## src/rtl/car_pkg.sv

```systemverilog
`default_nettype none

package car_pkg;

  // default configuration of the receive window
  localparam int unsigned Window  = 64;
  localparam int unsigned SeqBits = 16;

  // field widths
  localparam int unsigned NumW    = 16;
  localparam int unsigned StatusW = 2;

  // register file: one register, byte addressed, word aligned
  localparam int unsigned PaddrW      = 3;
  localparam int unsigned PdataW      = 32;
  localparam int unsigned RegTotalIdx = 0;
  localparam logic [NumW-1:0] TotalReset = 16'd20000;

  typedef enum logic [1:0] {
    StatusNew = 2'd0,
    StatusDup = 2'd1,
    StatusIgn = 2'd2
  } car_status_e;

  typedef enum logic [2:0] {
    StClear,
    StIdle,
    StSlot,
    StLook,
    StWalk,
    StResp
  } car_state_e;

endpackage

`default_nettype wire

```

## src/rtl/car_ram.sv

```systemverilog
`default_nettype none

module car_ram #(
  parameter int unsigned WIDTH = 1,
  parameter int unsigned DEPTH = 64
) (
  input  wire logic                     clk_i,
  input  wire logic                     we_i,
  input  wire logic [$clog2(DEPTH)-1:0] waddr_i,
  input  wire logic [WIDTH-1:0]         wdata_i,
  input  wire logic [$clog2(DEPTH)-1:0] raddr_i,
  output logic      [WIDTH-1:0]         rdata_o
);

  logic [WIDTH-1:0] mem_q [DEPTH];
  logic [WIDTH-1:0] rdata_q;

  always_ff @(posedge clk_i) begin
    if (we_i) begin
      mem_q[waddr_i] <= wdata_i;
    end
    rdata_q <= mem_q[raddr_i];
  end

  assign rdata_o = rdata_q;

endmodule

`default_nettype wire

```

## src/rtl/cumulative_ack_receiver_top.sv

```systemverilog
`default_nettype none

// Cumulative-ack receive window. Each input word carries one received
// sequence number; each produces exactly one result word with the new
// next-expected number (cum_ack), a status (new, duplicate, or ignored when
// out of window or at/above total_messages) and a flag once every message
// has arrived. The receive bitmap lives in a 1-bit wide RAM of WINDOW
// entries with a registered read; after reset a clearing pass writes every
// entry to zero, one per cycle, and no word is taken until it is done
// (configuration writes are taken at any time). An ignored or below-pointer
// number goes straight to its result; any other first has its entry read. A
// number that hits an already marked entry is a duplicate; a newly accepted
// one that lands ahead of the pointer is marked, and one that lands on the
// pointer moves it on, after which the walk reads and clears one RAM entry
// per cycle for each marked entry the pointer passes (at most WINDOW-1). A
// finished result waits while the previous one is still held in the output
// register; one word is processed at a time.

module cumulative_ack_receiver_top #(
  parameter int unsigned WINDOW   = car_pkg::Window,
  parameter int unsigned SEQ_BITS = car_pkg::SeqBits
) (
  input  wire logic                         clk_i,
  input  wire logic                         rst_ni,
  // input words
  input  wire logic                         in_valid_i,
  output logic                              in_ready_o,
  input  wire logic [car_pkg::NumW-1:0]     seq_num_i,
  // result words
  output logic                              out_valid_o,
  input  wire logic                         out_ready_i,
  output logic      [car_pkg::NumW-1:0]     cum_ack_o,
  output logic      [car_pkg::StatusW-1:0]  status_o,
  output logic                              all_received_o,
  // register port
  input  wire logic                         psel,
  input  wire logic                         penable,
  input  wire logic                         pwrite,
  input  wire logic [car_pkg::PaddrW-1:0]   paddr,
  input  wire logic [car_pkg::PdataW-1:0]   pwdata,
  output logic      [car_pkg::PdataW-1:0]   prdata,
  output logic                              pready
);

  localparam int unsigned NumW   = car_pkg::NumW;
  localparam int unsigned IdxW   = $clog2(WINDOW);
  localparam int unsigned StepsW = $clog2(WINDOW + 1);
  localparam int unsigned SeqW   = (SEQ_BITS < NumW) ? SEQ_BITS : NumW;
  localparam logic [NumW-1:0] SeqMask = NumW'((33'd1 << SeqW) - 33'd1);

  car_pkg::car_state_e state_q, state_d;

  logic [NumW-1:0]    ne_q, ne_d;           // next expected sequence number
  logic [IdxW-1:0]    ne_slot_q, ne_slot_d; // ne_q modulo WINDOW
  logic [NumW-1:0]    total_q;
  logic [IdxW-1:0]    clr_q, clr_d;
  logic [IdxW-1:0]    off_q, off_d;         // seq - ne, inside the window
  logic               off_zero_q, off_zero_d;
  logic [IdxW-1:0]    seq_slot_q, seq_slot_d;
  logic [StepsW-1:0]  steps_q, steps_d;
  car_pkg::car_status_e status_q, status_d;

  logic                        out_valid_q, out_valid_d;
  logic [NumW-1:0]             cum_ack_q, cum_ack_d;
  car_pkg::car_status_e        out_status_q, out_status_d;
  logic                        all_q, all_d;

  // bitmap RAM ports
  logic            ram_we;
  logic [IdxW-1:0] ram_waddr;
  logic [0:0]      ram_wdata;
  logic [IdxW-1:0] ram_raddr;
  logic [0:0]      ram_rdata;

  car_ram #(
    .WIDTH (1),
    .DEPTH (WINDOW)
  ) u_map (
    .clk_i   (clk_i),
    .we_i    (ram_we),
    .waddr_i (ram_waddr),
    .wdata_i (ram_wdata),
    .raddr_i (ram_raddr),
    .rdata_o (ram_rdata)
  );

  // register port: one register, total_messages
  logic cfg_we;
  logic reg_hit;

  assign reg_hit = (paddr[2] == 1'(car_pkg::RegTotalIdx));
  assign cfg_we  = psel && penable && pwrite && reg_hit;
  assign pready  = 1'b1;
  assign prdata  = reg_hit ? {{(car_pkg::PdataW-NumW){1'b0}}, total_q} : '0;

  always_ff @(posedge clk_i or negedge rst_ni) begin
    if (!rst_ni) begin
      total_q <= car_pkg::TotalReset;
    end else if (cfg_we) begin
      total_q <= pwdata[NumW-1:0];
    end
  end

  // classification of an arriving word against the window
  logic [NumW-1:0] seq_in;
  logic [NumW:0]   diff;
  logic            below_ptr;
  logic            beyond_win;
  logic            ignore_in;

  assign seq_in     = seq_num_i & SeqMask;
  assign diff       = {1'b0, seq_in} - {1'b0, ne_q};
  assign below_ptr  = diff[NumW];
  assign beyond_win = !below_ptr && (diff[NumW-1:0] >= NumW'(WINDOW));
  assign ignore_in  = (seq_in >= total_q) || beyond_win;

  // ring slot arithmetic
  logic [IdxW-1:0] ne_slot_inc;
  logic [IdxW:0]   slot_sum;
  logic [IdxW:0]   slot_wrap;
  logic            walk_go;

  assign ne_slot_inc = (ne_slot_q == IdxW'(WINDOW - 1)) ? '0 : ne_slot_q + 1'b1;
  assign slot_sum    = {1'b0, ne_slot_q} + {1'b0, off_q};
  assign slot_wrap   = (slot_sum >= (IdxW+1)'(WINDOW)) ?
                       slot_sum - (IdxW+1)'(WINDOW) : slot_sum;
  // pointer passes a marked entry while below the total
  assign walk_go     = (steps_q != StepsW'(WINDOW)) && (ne_q < total_q) && ram_rdata[0];

  logic out_free;
  assign out_free = !out_valid_q || out_ready_i;

  assign in_ready_o = (state_q == car_pkg::StIdle);

  always_comb begin
    state_d      = state_q;
    ne_d         = ne_q;
    ne_slot_d    = ne_slot_q;
    clr_d        = clr_q;
    off_d        = off_q;
    off_zero_d   = off_zero_q;
    seq_slot_d   = seq_slot_q;
    steps_d      = steps_q;
    status_d     = status_q;
    out_valid_d  = out_valid_q && !out_ready_i;
    cum_ack_d    = cum_ack_q;
    out_status_d = out_status_q;
    all_d        = all_q;
    ram_we       = 1'b0;
    ram_waddr    = ne_slot_q;
    ram_wdata    = 1'b0;
    ram_raddr    = ne_slot_q;

    case (state_q)
      car_pkg::StClear: begin
        ram_we    = 1'b1;
        ram_waddr = clr_q;
        clr_d     = clr_q + 1'b1;
        if (clr_q == IdxW'(WINDOW - 1)) begin
          state_d = car_pkg::StIdle;
        end
      end

      car_pkg::StIdle: begin
        if (in_valid_i) begin
          off_d      = diff[IdxW-1:0];
          off_zero_d = (diff[NumW-1:0] == '0);
          if (ignore_in) begin
            status_d = car_pkg::StatusIgn;
            state_d  = car_pkg::StResp;
          end else if (below_ptr) begin
            status_d = car_pkg::StatusDup;
            state_d  = car_pkg::StResp;
          end else begin
            state_d = car_pkg::StSlot;
          end
        end
      end

      car_pkg::StSlot: begin
        // look up the entry of the arriving number
        ram_raddr  = slot_wrap[IdxW-1:0];
        seq_slot_d = slot_wrap[IdxW-1:0];
        state_d    = car_pkg::StLook;
      end

      car_pkg::StLook: begin
        if (ram_rdata[0]) begin
          status_d = car_pkg::StatusDup;
          state_d  = car_pkg::StResp;
        end else if (off_zero_q) begin
          // number equals the pointer: mark and clear in one go
          ne_d      = ne_q + 1'b1;
          ne_slot_d = ne_slot_inc;
          steps_d   = StepsW'(1);
          ram_raddr = ne_slot_inc;
          state_d   = car_pkg::StWalk;
        end else begin
          ram_we    = 1'b1;
          ram_waddr = seq_slot_q;
          ram_wdata = 1'b1;
          ram_raddr = ne_slot_q;
          steps_d   = '0;
          state_d   = car_pkg::StWalk;
        end
      end

      car_pkg::StWalk: begin
        // read data is the entry at the pointer
        if (walk_go) begin
          ram_we    = 1'b1;
          ram_waddr = ne_slot_q;
          ram_wdata = 1'b0;
          ram_raddr = ne_slot_inc;
          ne_d      = ne_q + 1'b1;
          ne_slot_d = ne_slot_inc;
          steps_d   = steps_q + 1'b1;
        end else begin
          status_d = car_pkg::StatusNew;
          state_d  = car_pkg::StResp;
        end
      end

      car_pkg::StResp: begin
        if (out_free) begin
          out_valid_d  = 1'b1;
          cum_ack_d    = ne_q;
          out_status_d = status_q;
          all_d        = (ne_q >= total_q);
          state_d      = car_pkg::StIdle;
        end
      end

      default: begin
        state_d = car_pkg::StIdle;
      end
    endcase
  end

  always_ff @(posedge clk_i or negedge rst_ni) begin
    if (!rst_ni) begin
      state_q     <= car_pkg::StClear;
      ne_q        <= '0;
      ne_slot_q   <= '0;
      clr_q       <= '0;
      out_valid_q <= 1'b0;
    end else begin
      state_q     <= state_d;
      ne_q        <= ne_d;
      ne_slot_q   <= ne_slot_d;
      clr_q       <= clr_d;
      out_valid_q <= out_valid_d;
    end
  end

  // datapath registers, no reset needed
  always_ff @(posedge clk_i) begin
    off_q        <= off_d;
    off_zero_q   <= off_zero_d;
    seq_slot_q   <= seq_slot_d;
    steps_q      <= steps_d;
    status_q     <= status_d;
    cum_ack_q    <= cum_ack_d;
    out_status_q <= out_status_d;
    all_q        <= all_d;
  end

  assign out_valid_o    = out_valid_q;
  assign cum_ack_o      = cum_ack_q;
  assign status_o       = out_status_q;
  assign all_received_o = all_q;

  // pointer moves only while an entry is being marked or walked
  assert property (@(posedge clk_i) disable iff (!rst_ni)
    (state_q != car_pkg::StLook && state_q != car_pkg::StWalk) |=> $stable(ne_q))
    else $error("pointer moved outside of the walk");

  // pointer and its ring slot advance together
  assert property (@(posedge clk_i) disable iff (!rst_ni)
    (ne_q != $past(ne_q)) |-> (ne_slot_q != $past(ne_slot_q)))
    else $error("ring slot out of step with pointer");

  // the walk never passes more entries than the window holds
  assert property (@(posedge clk_i) disable iff (!rst_ni)
    (state_q == car_pkg::StWalk) |-> (steps_q <= StepsW'(WINDOW)))
    else $error("walk overran the window");

  // the bitmap is written only while clearing, marking or walking
  assert property (@(posedge clk_i) disable iff (!rst_ni)
    ram_we |-> (state_q == car_pkg::StClear || state_q == car_pkg::StLook ||
                state_q == car_pkg::StWalk))
    else $error("bitmap written in a wrong state");

  // a result never overwrites one still waiting
  assert property (@(posedge clk_i) disable iff (!rst_ni)
    (out_valid_q && !out_ready_i) |=> $stable(cum_ack_q) && $stable(out_status_q))
    else $error("pending result overwritten");

endmodule

`default_nettype wire
```

## config.mk

```make
export PLATFORM = sky130hd
export DESIGN_NAME = cumulative_ack_receiver_top
export DESIGN_NICKNAME = d
export VERILOG_FILES = /design/src/rtl/car_pkg.sv /design/src/rtl/car_ram.sv /design/src/rtl/cumulative_ack_receiver_top.sv
export SDC_FILE = /design/constraint.sdc
export NUM_CORES = 1
export LEC_CHECK = 0
export BUFFER_PORTS_ARGS = -buffer_cell sky130_fd_sc_hd__buf_2
export CORE_ASPECT_RATIO = 0.8
export CORE_MARGIN = 5
export CORE_UTILIZATION = 45
export DETAILED_ROUTE_END_ITERATION = 8
export PLACE_DENSITY = 0.71
export SKIP_LAST_GASP = 1
export SYNTH_ARGS = -nofsm -noshare
export SYNTH_HDL_FRONTEND = slang
export SYNTH_SLANG_ARGS = --single-unit
export TNS_END_PERCENT = 1
```

## constraint.sdc

```tcl
create_clock -name clk_i -period 3.5 [get_ports clk_i]
set_input_delay 0 -clock clk_i [delete_from_list [all_inputs] [get_ports clk_i]]
set_output_delay 0 -clock clk_i [all_outputs]
set_load 0.02 [all_outputs]
```

---- Word-level counts from Yosys, hierarchy flattened ----
Memory sizes are Yosys's and may differ from the RTL's. A register that Yosys moved wholly into a read port is not among the register bits.
Index checks and enable logic that the tools add are counted.
storage, ports and cells
  bits in registers ....................... 89
  bits in writable memories ............... 64
  bits of input ports ..................... 58
  output and inout port bits .............. 54
  logic and storage cells ................. 109
  memories kept ........................... 1
memories
  memory       depth  width  rd ports  clocked after memory_dff  write ports  RTL line       RTL
  u_map.mem_q  64     1      1         1                         1            car_ram.sv:15  logic [WIDTH-1:0] mem_q [DEPTH];
operators by class
  add/subtract/negate cells ............... 7
  magnitude comparators ................... 5
  eq/ne operators ......................... 17
  multiplexer cells ....................... 42
  bitwise gates (word level) .............. 1
  reduce and logical (&&, ||, !) cells .... 22
operators with widths
  operator                                                                count
  16-bit 2-to-1 mux                                                       4
  6-bit 2-to-1 mux                                                        7
  16-bit >= comparator                                                    2
  16-bit case mux with 2 select lines                                     1
  6-bit case mux with 2 select lines                                      2
  3-bit 2-to-1 mux                                                        6
  3-bit case mux with 6 select lines                                      1
  6-bit case mux with 3 select lines                                      1
  16-bit by 16-bit subtractor with 17-bit output                          1
  16-bit by 1-bit adder with 16-bit output, second input constant         1
  16-bit by 7-bit >= comparator with 1-bit output, second input constant  1
  16-bit logical NOT                                                      1
  16-bit < comparator                                                     1
  7-bit 2-to-1 mux                                                        2
  2-bit inequality test, second input constant                            7
  7-bit case mux with 2 select lines                                      1
  6-bit by 1-bit adder with 6-bit output, second input constant           2
  6-bit == test, second input constant                                    2
  1-bit 2-to-1 mux                                                        10
  2-bit 2-to-1 mux                                                        5
  4-bit AND reduction                                                     2
  6-bit by 6-bit adder with 7-bit output                                  1
  7-bit by 1-bit adder with 7-bit output, second input constant           1
  7-bit >= comparator, second input constant                              1
  19 further kinds                                                        31

---- Longest topological paths before layout ----
  depth in word-level cells ............... 7
  depth in mapped cells ................... 13
  depth with buffers taken out ............ 13

---- Cells and area by module ----
Synthesis repeated with hierarchy kept, for this count alone.
second synthesis, totals
  cells, all modules ...................... 788
  area, all modules ....................... 8782.2 um2
by module, submodules not included
  module                       times used  cells each  area an instance (um2)  seq. area each (um2)
  cumulative_ack_receiver_top  1           584         5868.1                  2438.6
  car_ram                      1           204         2914.0                  1941.9

---- Worst setup path after synthesis ----
Ideal clock, no wire load.
  path kind ............................... register -> register
  start ................................... reg state_q[1]
  end ..................................... mem u_map.mem_q[41], enable pin
  library setup time ...................... 0.328 ns
  data arrival time ....................... 3.480 ns
  data required time ...................... 3.172 ns
  path slack .............................. -0.308 ns
  cell stages (with the launch flop) ...... 10
  path buffers ............................ 2
  clock period less this slack ............ 3.808 ns
  cell sequence ........................... dfrtp_1 -> clkbuf_1 -> nor2b_1 -> nand2_1 -> nor3_1 -> clkbuf_1 -> a22oi_1 -> nand2_1 -> nand4_1 -> nor4_1
between the ends
  word-level cells in the longest chain between the ends .. 4
  elaborated cells between the ends (all ways) .. 7
  those cells by class .................... eq/ne (2); mux (4); reduce/logical (1)
RTL lines
  what                                    RTL line                            RTL
  start: declaration                      cumulative_ack_receiver_top.sv:51   car_pkg::car_state_e state_q, state_d;
  start signal: assignment                cumulative_ack_receiver_top.sv:242  state_q <= car_pkg::StClear;
  start signal: assignment                cumulative_ack_receiver_top.sv:248  state_q <= state_d;
  3-bit == test (tied with other cells)   cumulative_ack_receiver_top.sv:154  case (state_q)
  1-bit case mux with 3 select lines      cumulative_ack_receiver_top.sv:154
  1-bit 2-to-1 mux                        car_ram.sv:19                       if (we_i) begin
  1-bit 2-to-1 mux (not written as such)  car_ram.sv:20                       mem_q[waddr_i] <= wdata_i;
  end: declaration                        car_ram.sv:15
Several ways; a longest one is shown, not always the timed one.

---- Worst setup path after layout ----
  start ................................... reg total_q[9]
  end ..................................... reg u_map.rdata_q (netlist: u_map.rdata_o) (read register of u_map.mem_q)
between the ends
  word-level cells in the longest chain between the ends .. 5
RTL lines
  what                                RTL line                            RTL
  start: declaration                  cumulative_ack_receiver_top.sv:55   logic [NumW-1:0] total_q;
  start signal: assignment            cumulative_ack_receiver_top.sv:98   total_q <= car_pkg::TotalReset;
  start signal: assignment            cumulative_ack_receiver_top.sv:100  total_q <= pwdata[NumW-1:0];
  16-bit < comparator                 cumulative_ack_receiver_top.sv:128  assign walk_go = (steps_q != StepsW'(WINDOW)) && (ne_q < total_q) && ram_rdata[0];
  1-bit logical AND (2 in a row)      cumulative_ack_receiver_top.sv:128
  6-bit 2-to-1 mux                    n/a
  6-bit case mux with 3 select lines  cumulative_ack_receiver_top.sv:154
  end: declaration                    car_ram.sv:16                       logic [WIDTH-1:0] rdata_q;
Every way passes these cells.
A chain may end at the register's enable or synchronous reset.

==> results.sh <==
export IMPL_hold_ws_ns=0.09368
export IMPL_crit_arrival_ns=3.79
export IMPL_place_congestion=0.8950
export IMPL_crit_path_max_incr_delay_ns=0.53
export IMPL_viasPerCell=5.609
export IMPL_slew_headroom=0.2154
export IMPL_skew_ns=0.01190
export IMPL_synth_async_reset_ratio=0.3117
export IMPL_p_per_area_mw_per_mm2=533.0
export IMPL_grt_usage=0.1970
export IMPL_syn2layout_area_growth_pct=20.39
export IMPL_critPathKind="reg2reg"
export IMPL_cts_tree="done"
export IMPL_die_w_um=168.3
export IMPL_io_buffers=76
export IMPL_final_common_cell="nor2_1"
export IMPL_slew_viol_final=0
export IMPL_grt_overflow=0
export IMPL_cts_sinks=154
export IMPL_routed_wirelength_um=22670
export IMPL_grt_pass1_vias=6671
export IMPL_final_nets=1108
export IMPL_initial_core_util=0.4569
export IMPL_synth_cell_types=72
export IMPL_hold_depth=3
export IMPL_fin_crit_ns=3.481
export IMPL_worstSetupEndpoint="u_map.rdata_o"
export IMPL_drc=0
export IMPL_firstDrtPassIters=7
export IMPL_r2r_start="total_q[9]"
export IMPL_synthesis_area_sq_mm=0.009020
export IMPL_status="completed"
export IMPL_layout_common_cells="nor2_1, edfxtp_1, buf_2, nand2_1, ha_1"
export IMPL_period_share=0.9947
export IMPL_synth_top_cell_area_share=0.3496
export IMPL_synth_top_area_cell="edfxtp_1"
export IMPL_worstMarginPinSlew_ns=1.172
export IMPL_coreArea_sq_mm=0.01974
export IMPL_htreeDepth=4
export IMPL_cap_violations=0
export IMPL_worst_ir_drop_vdd_mv=0.3951
export IMPL_critPathCaptureType="flip-flop"
export IMPL_ys_ff_latch=154
export IMPL_cts_buffer_depth=2
export IMPL_reg2regPathDepth=13
export IMPL_syn_avg_cell_area_sq_um=10.57
export IMPL_regToRegEndpoint="u_map.rdata_o"
export IMPL_clk_pin_slew_ns=0.07
export IMPL_grt_pass1_wl_um=35560
export IMPL_antenna_cells=0
export IMPL_rows=46
export IMPL_yosysWarningCount=0
export IMPL_dpl_worst_slack_ns=0.001517
export IMPL_hpwl_um=16490
export IMPL_synth_edf_count=105
export IMPL_hold_class="in2reg"
export IMPL_netlist_instances=853
export IMPL_cp_common_cell="mux2i_1"
export IMPL_fmax_ghz=0.2872
export IMPL_antenna_left=0
export IMPL_slowest_stage="dfstp_2"
export IMPL_rsz0062_at_grt="true"
export IMPL_ctsRootBufferMaster="clkbuf_16"
export IMPL_setup_viol=0
export IMPL_drive_gt1_frac=0.2074
export IMPL_critPathLaunch="total_q[9]"
export IMPL_ys_top_cells_by_area="edfxtp_1, dfrtp_1, ha_1"
export IMPL_instances_no_fill=1267
export IMPL_insertion_delay_ns=0.43
export IMPL_vias=7106
export IMPL_die_height_um=136.6
export IMPL_placed_area_sq_mm=0.009936
export IMPL_required_ns=3.81
export IMPL_p_leak_nw=4.612
export IMPL_grt_max_degree=75
export IMPL_cp_cell_sequence="inv_1 -> ha_4 -> nand4_1 -> a2111o_1 -> and3_4 -> a221oi_4 -> buf_6 -> buf_12 -> mux2i_1 -> mux2i_1 -> a221oi_1 -> a22o_1 -> a311oi_1"
export IMPL_numCtsBuffers=17
export IMPL_dp_cells=1212
export IMPL_start_kind="flip-flop"
export IMPL_antenna_found_initial=0
export IMPL_setup_slack_ns=0.01860
export IMPL_wl_per_cell_um=17.89
export IMPL_finalHoldViolCount=0
export IMPL_fin_setup_tns_ns=0
export IMPL_r2r_slack_ns=0.02
export IMPL_cp_max_fo=8
export IMPL_drtIter0Drc=465
export IMPL_design_area_sq_mm=0.01086
export IMPL_io_pins=112
export IMPL_synth_ff_type="edfxtp_1"
export IMPL_die_area_sq_mm=0.02299
export IMPL_ys_seq_area_frac=0.4856
==> layer usage <==
layer  track usage  share of wire  vias up  wire length, um
met5             0              0        -                0
met3       0.05515          0.089       32             2017
met1        0.2899           0.47     3433            10750
li1              -              -     3352                -
met4       0.05543          0.013        0              292
met2        0.2855           0.42      289             9611
==> cell type report <==
class	instances	area (sq um)
well taps	264	330.3
flip-flops and latches	154	4380
fillers	1661	8882
inverters	51	191.4
multi-input cells	620	4368
clock buffers	17	425.4
clock inverters	15	138.9
repair buffers	146	1025
==> registers in the layout, indices dropped and copies added, names as in the netlist <==
name            flops
out_valid_o         1
u_map.mem_q        64
u_map.rdata_o       1
total_q            16
steps_q             7
all_received_o      1
ne_q               16
status_q            2
off_zero_q          1
cum_ack_o          16
seq_slot_q          6
clr_q               6
off_q               6
state_q             3
status_o            2
ne_slot_q           6
==> repair_timing <==
item | 4_1_cts | 5_1_grt
hold endpoints to repair | 42 | 0
setup endpoints to repair | 0 | 7
resized for setup | 0 | 19
hold buffers | 19 | 0
setup buffers | 0 | 2
==> critical path, delay by kind of cell, from the launching register on <==
family          cells  cell delay (ns)
compound gates      5             1.45
fa+ha+maj           1             0.27
buf+inv             3             0.40
flops               1             0.53
mux                 2             0.32
simple gates        2             0.39
==> report_power, final <==
| group | leakage, nW | switching [mW] | internal [mW] | total, mW |
|---|---|---|---|---|
| clock network | 0.274 | 0.808 | 0.991 | 1.80 |
| registers | 1.55 | 0.132 | 2.12 | 2.25 |
| logic | 2.78 | 0.963 | 0.772 | 1.73 |
==> cells in the mapped netlist (all sizes together) (3+ instances only) <==
library cell	n
a21o	16
mux2	19
edfxtp	105
a211o	3
a21oi	31
o211ai	4
nor2b	7
and3	11
a22oi	5
buf	21
a311oi	3
nor2	115
nand4	11
mux2i	40
a221oi	9
clkbuf	22
nand3	33
and2	12
dfrtp	43
o21ai	25
or2	3
a211oi	10
ha	58
inv	51
xor2	7
a31oi	5
or3	3
a31o	3
nand2b	9
o31ai	4
o21a	3
nand2	62
dfstp	5
nor3	14
nor3b	3
o211a	4
xnor2	31
a221o	5
==> how the worst min path moves through the flow <==
stage | start | slack [ns] | endpoint
2_1_floorplan | rst_ni | -0.30 | clr_q[0]
3_3_place_gp | rst_ni | 0.04 | total_q[0]
3_5_place_dp | rst_ni | 0.03 | ne_q[1]
4_1_cts | seq_num_i[2] | 0.08 | off_q[2]
5_1_grt | seq_num_i[2] | 0.10 | off_q[2]
6_report | seq_num_i[2] | 0.09 | off_q[2]
==> metrics by stage <==
stage	total power, mW	utilization
after floorplan	3.362	-
final	5.788	0.5501
after CTS	5.666	0.5415
after global placement	3.822	0.5033
after global routing	6.063	0.5501
after detailed placement	3.860	0.5033
==> cells by family (layout without fill, tap and decap cells) <==
group | Yosys count | after routing | share of synthesized area
compound gates | 149 | 149 | 0.1186
xor+xnor | 38 | 38 | 0.03690
fa+ha+maj | 60 | 60 | 0.08489
buf+inv | 94 | 229 | 0.04744
flops | 154 | 154 | 0.4856
mux | 61 | 61 | 0.07310
other cells | 2 | 17 | 0.0008326
simple gates | 295 | 295 | 0.1526
(Power assumes the default switching activity.)
